### config.mk
export PLATFORM = sky130hd
export DESIGN_NAME = djdr_merge
export DESIGN_NICKNAME = d
export VERILOG_FILES = /design/src/sv/djdr_pkg.sv /design/src/sv/djdr_merge.sv
export SDC_FILE = /design/constraint.sdc
export NUM_CORES = 1
export LEC_CHECK = 0
export ABC_AREA = 1
export BUFFER_PORTS_ARGS = -buffer_cell sky130_fd_sc_hd__buf_2
export CORE_AREA = 10 10 138 140
export DETAILED_ROUTE_END_ITERATION = 12
export DIE_AREA = 0 0 148 150
export GPL_TIMING_DRIVEN = 0
export PLACE_DENSITY = 0.7
export SETUP_SLACK_MARGIN = 0.05
export SYNTH_ARGS = -nofsm -noshare
export SYNTH_HDL_FRONTEND = slang
export SYNTH_SLANG_ARGS = --single-unit
### constraint.sdc
create_clock -name clock -period 9.2 [get_ports clock]
set_input_delay 0.92 -clock clock [delete_from_list [all_inputs] [get_ports clock]]
set_output_delay 0.92 -clock clock [all_outputs]
set_load 0.02 [all_outputs]
### src/sv/djdr_pkg.sv
// ----------------------------------------------------------------------------
// djdr_pkg: shared types and constants of the dual joystick report core
// Sizes, report and item layouts, register indexes and sequencer states.
// ----------------------------------------------------------------------------
package djdr_pkg;

   localparam int NUM_BUTTONS       = 13;
   localparam int NUM_PLAYERS       = 2;
   localparam int TICK_WIDTH        = 32;

   localparam int INPUTS_PER_PLAYER = 4 + NUM_BUTTONS;
   localparam int PIN_BITS          = 17;
   localparam int REPORT_SLOTS      = 2;
   localparam int BTN_FIELD_BITS    = 13;
   localparam int SENT_BTN_BITS     = 16;
   localparam int CSR_ADDR_BITS     = 4;
   localparam int CSR_DATA_BITS     = 32;

   localparam logic [7:0]  AXIS_REST      = 8'd127;
   localparam logic [7:0]  AXIS_MAX       = 8'd255;
   localparam logic [7:0]  AXIS_MIN       = 8'd0;
   localparam logic [15:0] DEBOUNCE_RESET = 16'd20;
   localparam logic [15:0] SENT_BTN_RESET = 16'hFFFF;

   localparam logic        KIND_STATUS = 1'b0;
   localparam logic        KIND_REPORT = 1'b1;
   localparam logic [1:0]  RID_NONE    = 2'd0;
   localparam logic [1:0]  RID_FIRST   = 2'd1;
   localparam logic [1:0]  RID_SECOND  = 2'd2;

   typedef enum logic [1:0] {
      REG_DEBOUNCE_MS = 2'd0,
      REG_PLAYER_SWAP = 2'd1,
      REG_PRESS_LOW   = 2'd2
   } reg_index_type;

   typedef enum logic [2:0] {
      ST_IDLE,
      ST_LOAD,
      ST_STATUS,
      ST_REPORT1,
      ST_REPORT2
   } seq_state_type;

   typedef struct packed {
      logic [15:0] debounce_ms;
      logic        player_swap;
      logic        press_low;
   } cfg_type;

   typedef struct packed {
      logic [7:0]               axis_x;
      logic [7:0]               axis_y;
      logic [SENT_BTN_BITS-1:0] buttons;
   } report_type;

   typedef struct packed {
      report_type rpt;
      logic       led;
   } lane_sum_type;

   typedef struct packed {
      logic                      kind;
      logic [1:0]                report_num;
      logic [7:0]                axis_x;
      logic [7:0]                axis_y;
      logic [BTN_FIELD_BITS-1:0] button_mask;
      logic                      led_p1;
      logic                      led_p2;
      logic                      last;
   } rsp_item_type;

endpackage

### src/sv/djdr_merge.sv
// ----------------------------------------------------------------------------
// djdr_merge: merges the lane results into the output item sequence
// Emits the status item, then, with usb_ready set, every changed report,
// through an output register that holds while the result side stalls.
// ----------------------------------------------------------------------------
module djdr_merge (
   input  logic                                               clock,
   input  logic                                               reset,
   input  logic                                               req_valid,
   output logic                                               req_ready,
   input  logic                                               req_usb_ready,
   input  djdr_pkg::lane_sum_type [djdr_pkg::REPORT_SLOTS-1:0] lane_sum,
   input  logic                                               player_swap,
   output logic                                               rsp_valid,
   input  logic                                               rsp_ready,
   output djdr_pkg::rsp_item_type                             rsp_item
);

   djdr_pkg::seq_state_type state_ff, state_in;

   logic                   usb_ff;
   logic                   rsp_valid_ff, rsp_valid_in;
   djdr_pkg::rsp_item_type rsp_ff, rsp_in;
   logic                   load_item;
   logic                   out_free;

   djdr_pkg::report_type [djdr_pkg::REPORT_SLOTS-1:0] sent_ff;
   djdr_pkg::report_type [djdr_pkg::REPORT_SLOTS-1:0] rep_ff;
   djdr_pkg::report_type [djdr_pkg::REPORT_SLOTS-1:0] rep_sel;
   logic [djdr_pkg::REPORT_SLOTS-1:0] send_ff;
   logic [djdr_pkg::REPORT_SLOTS-1:0] send_in;
   logic [djdr_pkg::REPORT_SLOTS-1:0] led_ff;

   assign out_free  = !rsp_valid_ff || rsp_ready;
   assign req_ready = (state_ff == djdr_pkg::ST_IDLE);

   // Report r carries the other player when the swap is set.
   always_comb begin
      for (int r = 0; r < djdr_pkg::REPORT_SLOTS; r++) begin
         rep_sel[r] = lane_sum[1'(r) ^ player_swap].rpt;
         send_in[r] = usb_ff && (rep_sel[r] != sent_ff[r]);
      end
   end

   always_comb begin
      state_in = state_ff;
      unique case (state_ff)
         djdr_pkg::ST_IDLE: begin
            if (req_valid) state_in = djdr_pkg::ST_LOAD;
         end
         djdr_pkg::ST_LOAD: begin
            state_in = djdr_pkg::ST_STATUS;
         end
         djdr_pkg::ST_STATUS: begin
            if (out_free) begin
               if (send_ff[0])      state_in = djdr_pkg::ST_REPORT1;
               else if (send_ff[1]) state_in = djdr_pkg::ST_REPORT2;
               else                 state_in = djdr_pkg::ST_IDLE;
            end
         end
         djdr_pkg::ST_REPORT1: begin
            if (out_free) begin
               state_in = send_ff[1] ? djdr_pkg::ST_REPORT2 : djdr_pkg::ST_IDLE;
            end
         end
         djdr_pkg::ST_REPORT2: begin
            if (out_free) state_in = djdr_pkg::ST_IDLE;
         end
         default: state_in = djdr_pkg::ST_IDLE;
      endcase
   end

   always_comb begin
      load_item             = 1'b0;
      rsp_in                = '0;
      rsp_in.kind           = djdr_pkg::KIND_REPORT;
      unique case (state_ff)
         djdr_pkg::ST_STATUS: begin
            load_item     = out_free;
            rsp_in.kind   = djdr_pkg::KIND_STATUS;
            rsp_in.report_num = djdr_pkg::RID_NONE;
            rsp_in.led_p1 = led_ff[0];
            rsp_in.led_p2 = led_ff[1];
            rsp_in.last   = !send_ff[0] && !send_ff[1];
         end
         djdr_pkg::ST_REPORT1: begin
            load_item          = out_free;
            rsp_in.report_num  = djdr_pkg::RID_FIRST;
            rsp_in.axis_x      = rep_ff[0].axis_x;
            rsp_in.axis_y      = rep_ff[0].axis_y;
            rsp_in.button_mask = rep_ff[0].buttons[djdr_pkg::BTN_FIELD_BITS-1:0];
            rsp_in.last        = !send_ff[1];
         end
         djdr_pkg::ST_REPORT2: begin
            load_item          = out_free;
            rsp_in.report_num  = djdr_pkg::RID_SECOND;
            rsp_in.axis_x      = rep_ff[1].axis_x;
            rsp_in.axis_y      = rep_ff[1].axis_y;
            rsp_in.button_mask = rep_ff[1].buttons[djdr_pkg::BTN_FIELD_BITS-1:0];
            rsp_in.last        = 1'b1;
         end
         default: load_item = 1'b0;
      endcase
      rsp_valid_in = load_item ? 1'b1 : (rsp_valid_ff && !rsp_ready);
   end

   always_ff @(posedge clock) begin
      if (reset) begin
         state_ff     <= djdr_pkg::ST_IDLE;
         rsp_valid_ff <= 1'b0;
         send_ff      <= '0;
         for (int r = 0; r < djdr_pkg::REPORT_SLOTS; r++) begin
            sent_ff[r] <= '{axis_x: djdr_pkg::AXIS_MAX, axis_y: djdr_pkg::AXIS_MAX,
                            buttons: djdr_pkg::SENT_BTN_RESET};
         end
      end else begin
         state_ff     <= state_in;
         rsp_valid_ff <= rsp_valid_in;
         if (state_ff == djdr_pkg::ST_LOAD) begin
            send_ff <= send_in;
            for (int r = 0; r < djdr_pkg::REPORT_SLOTS; r++) begin
               if (send_in[r]) sent_ff[r] <= rep_sel[r];
            end
         end
      end
   end

   always_ff @(posedge clock) begin
      if (req_valid && req_ready) usb_ff <= req_usb_ready;
      if (state_ff == djdr_pkg::ST_LOAD) begin
         rep_ff <= rep_sel;
         for (int r = 0; r < djdr_pkg::REPORT_SLOTS; r++) begin
            led_ff[r] <= lane_sum[r].led;
         end
      end
      if (load_item) rsp_ff <= rsp_in;
   end

   assign rsp_valid = rsp_valid_ff;
   assign rsp_item  = rsp_ff;

   a_load_follows_accept: assert property (@(posedge clock) disable iff (reset)
      (state_ff == djdr_pkg::ST_LOAD) |-> $past(req_valid && req_ready))
      else $error("sequencer left idle without an accepted transaction");

   a_report2_only_when_sent: assert property (@(posedge clock) disable iff (reset)
      (state_ff == djdr_pkg::ST_REPORT1 || state_ff == djdr_pkg::ST_REPORT2)
      |-> (state_ff == djdr_pkg::ST_REPORT1 ? send_ff[0] : send_ff[1]))
      else $error("report state entered for an unchanged report");

   a_report_no_leds: assert property (@(posedge clock) disable iff (reset)
      (rsp_valid_ff && rsp_ff.kind == djdr_pkg::KIND_REPORT)
      |-> (!rsp_ff.led_p1 && !rsp_ff.led_p2 && rsp_ff.report_num != djdr_pkg::RID_NONE))
      else $error("report item carries status fields");

   a_status_clean: assert property (@(posedge clock) disable iff (reset)
      (rsp_valid_ff && rsp_ff.kind == djdr_pkg::KIND_STATUS)
      |-> (rsp_ff.report_num == djdr_pkg::RID_NONE && rsp_ff.button_mask == '0))
      else $error("status item carries report fields");

endmodule

== Yosys cells after proc, flatten, opt, wreduce, memory -nomap -nowiden ==
Cells that the tools add are included.

* $add $sub $neg: 0
* $mul: 0
* Divide/modulo/power cells: 0
* $lt $le $gt $ge: 2
* Equal/unequal tests: 10
* Shifts and indexed selects: 0
* Mux-type cells: 17
* Bitwise logic cells: 1
* Reduce and logical (&&, ||, !) cells: 15

{| class="wikitable"
|+ Operators with widths
! operator !! count
|-
| two-way mux 33 bit || 4
|-
| != test 32 bit || 2
|-
| one-hot mux 29 bit (2 select lines) || 1
|-
| two-way mux 3 bit || 6
|-
| one-hot mux 3 bit (5 select lines) || 1
|-
| != test 2 bit, second input constant || 4
|-
| == test 3 x 2 -> 1 bit, second input constant || 2
|-
| logical AND 1 bit || 5
|-
| logical NOT 1 bit || 4
|-
| less-than comparator 1 x 2 -> 1 bit, second input constant || 2
|-
| one-hot mux 2 bit (2 select lines) || 1
|-
| AND reduction 2 bit || 2
|-
| AND reduction 4 bit || 1
|-
| == test 3 x 1 -> 1 bit, second input constant || 1
|-
| == test 3 bit, second input constant || 1
|-
| logical NOT 3 bit || 1
|-
| two-way mux 1 bit || 3
|-
| one-hot mux 1 bit (3 select lines) || 1
|-
| OR reduction 3 bit || 1
|-
| logical OR 1 bit || 1
|-
| inverter 1 bit || 1
|}

* Flip-flop bits (word level): 166
* Latch bits: 0
* Memory bits (writable): 0
* Memory bits (read-only): 0
* Input bits: 72
* Output and inout bits: 37
* Word-level logic and storage cells: 70
* Memories: 0

== Longest topological paths before layout ==
* Word-level depth: 6
* Mapped depth: 17
* Depth with buffers taken out: 14

== Worst setup path before layout ==
Ideal clock, no wire load.

* Path kind: flip-flop to flip-flop
* Start: register state_ff[0]
* End: register sent_ff[13] (netlist bit)
* Setup time: 64 ps
* Data arrival time: 6283 ps
* Data required time: 9136 ps
* Path slack: 2853 ps
* Cell stages (with the launch flop): 9
* Buffers on the path: 2
* Clock period less this slack: 6347 ps
* Cells stage by stage: dfxtp_1 > inv_1 > nor3_1 > inv_1 > nor2_4 > buf_2 > buf_1 > nand3_1 > nand3_1

* Word-level cells in the longest chain between the ends: 2

{| class="wikitable"
|+ Ends and longest elaborated chain
! item !! line !! RTL
|-
| start: declaration || djdr_merge.sv:19 || <nowiki>djdr_pkg::seq_state_type state_ff, state_in;</nowiki>
|-
| start signal: assignment || djdr_merge.sv:109 || <nowiki>state_ff <= djdr_pkg::ST_IDLE;</nowiki>
|-
| start signal: assignment || djdr_merge.sv:117 || <nowiki>state_ff <= state_in;</nowiki>
|-
| == test 3 x 1 -> 1 bit || djdr_merge.sv:119 || <nowiki>if (state_ff == djdr_pkg::ST_LOAD) begin</nowiki>
|-
| AND reduction 2 bit (no source line) || -- ||
|-
| end signal: indexed assignment || djdr_merge.sv:113 || <nowiki>sent_ff[r] <= '{axis_x: djdr_pkg::AXIS_MAX, axis_y: djdr_pkg::AXIS_MAX,</nowiki>
|-
| end signal: indexed assignment || djdr_merge.sv:122 || <nowiki>if (send_in[r]) sent_ff[r] <= rep_sel[r];</nowiki>
|-
| end: declaration || djdr_merge.sv:27 || <nowiki>djdr_pkg::report_type [djdr_pkg::REPORT_SLOTS-1:0] sent_ff;</nowiki>
|}

No other way between the ends.
A chain may end at the register's enable or synchronous reset.

== Worst setup path after layout ==
* Start: register state_ff[0]
* End: register sent_ff[33] (netlist bit)

Same word-level chain as after synthesis.

==> flow_metrics.tcl <==
set metrics [dict create \
    coreArea_um2 16350 \
    start_util_pct 48.59 \
    syn2layout_area_growth_pct 18.27 \
    finalMaxSlewViolations 0 \
    setup_violations 0 \
    run_status "complete, no violations" \
    internal_power_mw 1.528 \
    yosysWarnings 0 \
    final_layout_size_suffix_gt1_share_pct 16.21 \
    drtPass1Iterations 5 \
    endpoint_kind "register" \
    switching_power_mw 0.6970 \
    grt_start_max_net_pins 36 \
    path_max_fanout 12 \
    fp-row-count 47 \
    number_of_post_cts_setup_repair_buffers 0 \
    fmax_ghz 0.3868 \
    r2r-end "sent_ff[33]$_SDFFE_PP1P_" \
    post_cts_resize_count 0 \
    synthTopCellsByArea "sky130_fd_sc_hd__edfxtp_1, sky130_fd_sc_hd__nand2_1, sky130_fd_sc_hd__dfxtp_1, sky130_fd_sc_hd__nand3_1, sky130_fd_sc_hd__nand3b_1" \
    overflow 0 \
    timing.critical_path.required_ns 9.56 \
    path_class "reg2reg" \
    first_global_vias 6563 \
    worst_min_delay_path_class "reg2reg" \
    floorplan.io_pins 109 \
    cts-root-to-sink-buffers 2 \
    ys_ff_latch 166 \
    gp_routability_congestion 0.9115 \
    placement.io_buffers 107 \
    synthDistinctLibCells 21 \
    final_net_count 1163 \
    syn-instance-count 960 \
    peakVddDrop_v 0.0001664 \
    clkSlewWorstSetupHoldPaths_ns 0.07 \
    start_kind "register" \
    comb_power_share_pct 22.9 \
    routed_wire_length_per_instance_um 16.93 \
    finalHoldViolations 0 \
    skew_ns 0.01159 \
    antenna_cells 0 \
    worst-slew-pin-transition_ns 0.9397 \
    vias 7074 \
    power_mw 2.225 \
    worst-r2r-setup-slack_ns 6.61 \
    vias_per_cell 5.343 \
    cap_viol_max_count 0 \
    synthDominantAreaCellType "sky130_fd_sc_hd__edfxtp_1" \
    rsz_0062_raised_after_global_routing "no" \
    endpoint_worst_hold "sent_ff[63]$_SDFFE_PP1P_" \
    net_count_after_synthesis 1032 \
    synthesis.area_per_instance_um2 8.275 \
    number_of_antenna_violations_at_the_first_check_in_global_routing 0 \
    clkSinkCount 166 \
    fp.dieArea_um2 22200 \
    fraction_of_power_spent_switching_nets_pct 31.32 \
    power.share.sequential_pct 45.3 \
    wl_um 22420 \
    arrival_ns 2.95 \
    cts-htree-levels 4 \
    cts_tree "built" \
    min_period_ns 2.586 \
    max-slew-margin-rel_pct 37.35 \
    cts.hold.buffers_added 0 \
    post-dp-hpwl_um 16060 \
    global_route_wire_length_before_repair_um 34630 \
    cts_made_buffers 17 \
    route.antenna.remaining_nets 0 \
    min_from "sent_ff[63]$_SDFFE_PP1P_" \
    power_per_cell_area_nw_per_um2 236.9 \
    depth_of_the_worst_register_to_register_path 9 \
    die_extent_in_x_um 148 \
    root_buffer "sky130_fd_sc_hd__clkbuf_16" \
    lkg_pwr_nw 4.502 \
    die_height_um 150 \
    dr.first_iter.drc_count 597 \
    hold_path_depth 2 \
    clock_insertion_delay_worst_skew_ns 0.44 \
    crit-reg2reg-launch "state_ff[0]$_SDFFE_PP0P_" \
    grt_usage_pct 20.26 \
    clock_power_share_pct 31.7 \
    final_min_period_over_clock_period_pct 28.10 \
    synth_sequential_area_ratio_pct 53.93 \
    post-route-drc-count 0 \
    post-route-util_pct 57.47 \
    mappedNetlistArea_um2 7944 \
    synth_top_area_share_pct 36.29 \
]
[flip-flops by register name, summed over array words and instances (netlist names)]
signal	cells
led_ff	2
sent_ff	64
usb_ff	1
send_ff	2
state_ff	3
rsp_item	35
rep_ff	58
rsp_valid	1
[cells in the mapped netlist]
cell type                  count
sky130_fd_sc_hd__nand2_1     423
sky130_fd_sc_hd__nand3_1     156
sky130_fd_sc_hd__edfxtp_1     96
sky130_fd_sc_hd__dfxtp_1      70
sky130_fd_sc_hd__nand3b_1     50
sky130_fd_sc_hd__inv_1        40
sky130_fd_sc_hd__nor2_1       32
sky130_fd_sc_hd__a22o_1       29
sky130_fd_sc_hd__buf_2        16
sky130_fd_sc_hd__clkbuf_1     14
sky130_fd_sc_hd__buf_6        11
sky130_fd_sc_hd__a21oi_1       5
sky130_fd_sc_hd__buf_1         5
sky130_fd_sc_hd__o21ai_0       4
sky130_fd_sc_hd__nand2_2       2
sky130_fd_sc_hd__nand2_4       2
sky130_fd_sc_hd__a31oi_1       1
sky130_fd_sc_hd__buf_4         1
sky130_fd_sc_hd__inv_4         1
sky130_fd_sc_hd__nor2_4        1
sky130_fd_sc_hd__nor3_1        1
[power groups by stage]
stage          combinational [mW]  sequential, mW  clock [mW]
5_1_grt                     0.568            1.02       0.742
3_5_place_dp                0.510            1.02           0
4_1_cts                     0.512            1.01       0.712
6_report                    0.510            1.01       0.706
3_3_place_gp                0.486            1.04           0
2_1_floorplan               0.302            1.06           0
[critical path, stage by stage, from the launching register on]
cell and delay [ns]:
sky130_fd_sc_hd__dfxtp_1 0.37, sky130_fd_sc_hd__inv_1 0.08, sky130_fd_sc_hd__nor3_2 0.40, sky130_fd_sc_hd__buf_6 0.25, sky130_fd_sc_hd__inv_1 0.12, sky130_fd_sc_hd__nor2_4 0.20, sky130_fd_sc_hd__buf_2 0.27, sky130_fd_sc_hd__buf_1 0.55
sky130_fd_sc_hd__nand3_1 0.15, sky130_fd_sc_hd__nand3_1 0.12
[logic make-up (layout without fill, tap and decap cells)]
logic type             Yosys count  count (layout)  synth area share (%)
AO/OA/AOI/OAI                   39              39                 3.843
buffers and inverters           88             232                 5.529
flip-flops                     166             166                 53.93
AND/OR/NAND/NOR                667             667                 36.70
[stage by stage]
stage | area, um^2 | worst slack [ns] | hold slack (ns) | setup TNS [ns] | cells
floorplan | 7944 | 2.853 | 0.4422 | 0 | 960
global placement | 8755 | -0.2695 | 0.4524 | -11.49 | 1287
detailed placement | 8816 | 6.281 | 0.4589 | 0 | 1292
CTS | 9395 | 6.578 | 0.4755 | 0 | 1324
global route | 9395 | 6.424 | 0.4950 | 0 | 1324
finish | 9395 | 6.614 | 0.4742 | 0 | 1324
[worst max-delay path by stage]
stage | start | endpoint | cells after the start
final | state_ff[0]$_SDFFE_PP0P_ | sent_ff[33]$_SDFFE_PP1P_ | 9
after global routing | state_ff[0]$_SDFFE_PP0P_ | sent_ff[33]$_SDFFE_PP1P_ | 9
after CTS | state_ff[0]$_SDFFE_PP0P_ | sent_ff[33]$_SDFFE_PP1P_ | 9
after detailed placement | player_swap | sent_ff[35]$_SDFFE_PP1P_ | 15
after global placement | state_ff[1]$_SDFFE_PP0P_ | sent_ff[34]$_SDFFE_PP1P_ | 7
after floorplan | state_ff[0]$_SDFFE_PP0P_ | sent_ff[13]$_SDFFE_PP1P_ | 8
[layout make-up]
| cell class | count | area, um^2 |
|---|---|---|
| Timing Repair Buffer | 112 | 591.8 |
| Clock buffer | 18 | 429.2 |
| Clock inverter | 14 | 150.1 |
| Tap cell | 220 | 275.3 |
| Fill cell | 1514 | 6953 |
| Inverter | 41 | 156.4 |
| Sequential cell | 166 | 4284 |
| Multi-Input combinational cell | 706 | 3226 |
| Buffer | 47 | 282.8 |
[routing by layer]
metal / routed length (um) / track usage [%]
met3: 1812 / 4.891
met4: 554 / 7.086
met2: 10480 / 33.39
met1: 9574 / 25.45
met5: 0 / 0
[placed cells by master (no fill, tap or decap)]
cell type / n
sky130_fd_sc_hd__a31oi_1: 1
sky130_fd_sc_hd__edfxtp_1: 96
sky130_fd_sc_hd__buf_4: 1
sky130_fd_sc_hd__nand2_2: 2
sky130_fd_sc_hd__clkbuf_1: 15
sky130_fd_sc_hd__clkbuf_16: 17
sky130_fd_sc_hd__buf_2: 123
sky130_fd_sc_hd__buf_6: 16
sky130_fd_sc_hd__nand2_1: 423
sky130_fd_sc_hd__inv_1: 39
sky130_fd_sc_hd__bufinv_16: 2
sky130_fd_sc_hd__dfxtp_1: 70
sky130_fd_sc_hd__buf_1: 5
sky130_fd_sc_hd__nor2_1: 32
sky130_fd_sc_hd__nand3b_1: 50
sky130_fd_sc_hd__inv_2: 1
sky130_fd_sc_hd__o21ai_0: 4
sky130_fd_sc_hd__inv_6: 3
sky130_fd_sc_hd__nor3_2: 1
sky130_fd_sc_hd__a21oi_1: 5
sky130_fd_sc_hd__clkinv_2: 3
sky130_fd_sc_hd__a22o_1: 29
sky130_fd_sc_hd__clkinvlp_4: 3
sky130_fd_sc_hd__nand2_4: 2
sky130_fd_sc_hd__nor2_4: 1
sky130_fd_sc_hd__inv_4: 1
sky130_fd_sc_hd__nand3_1: 156
sky130_fd_sc_hd__clkinv_4: 3
(Power assumes the default switching activity.)
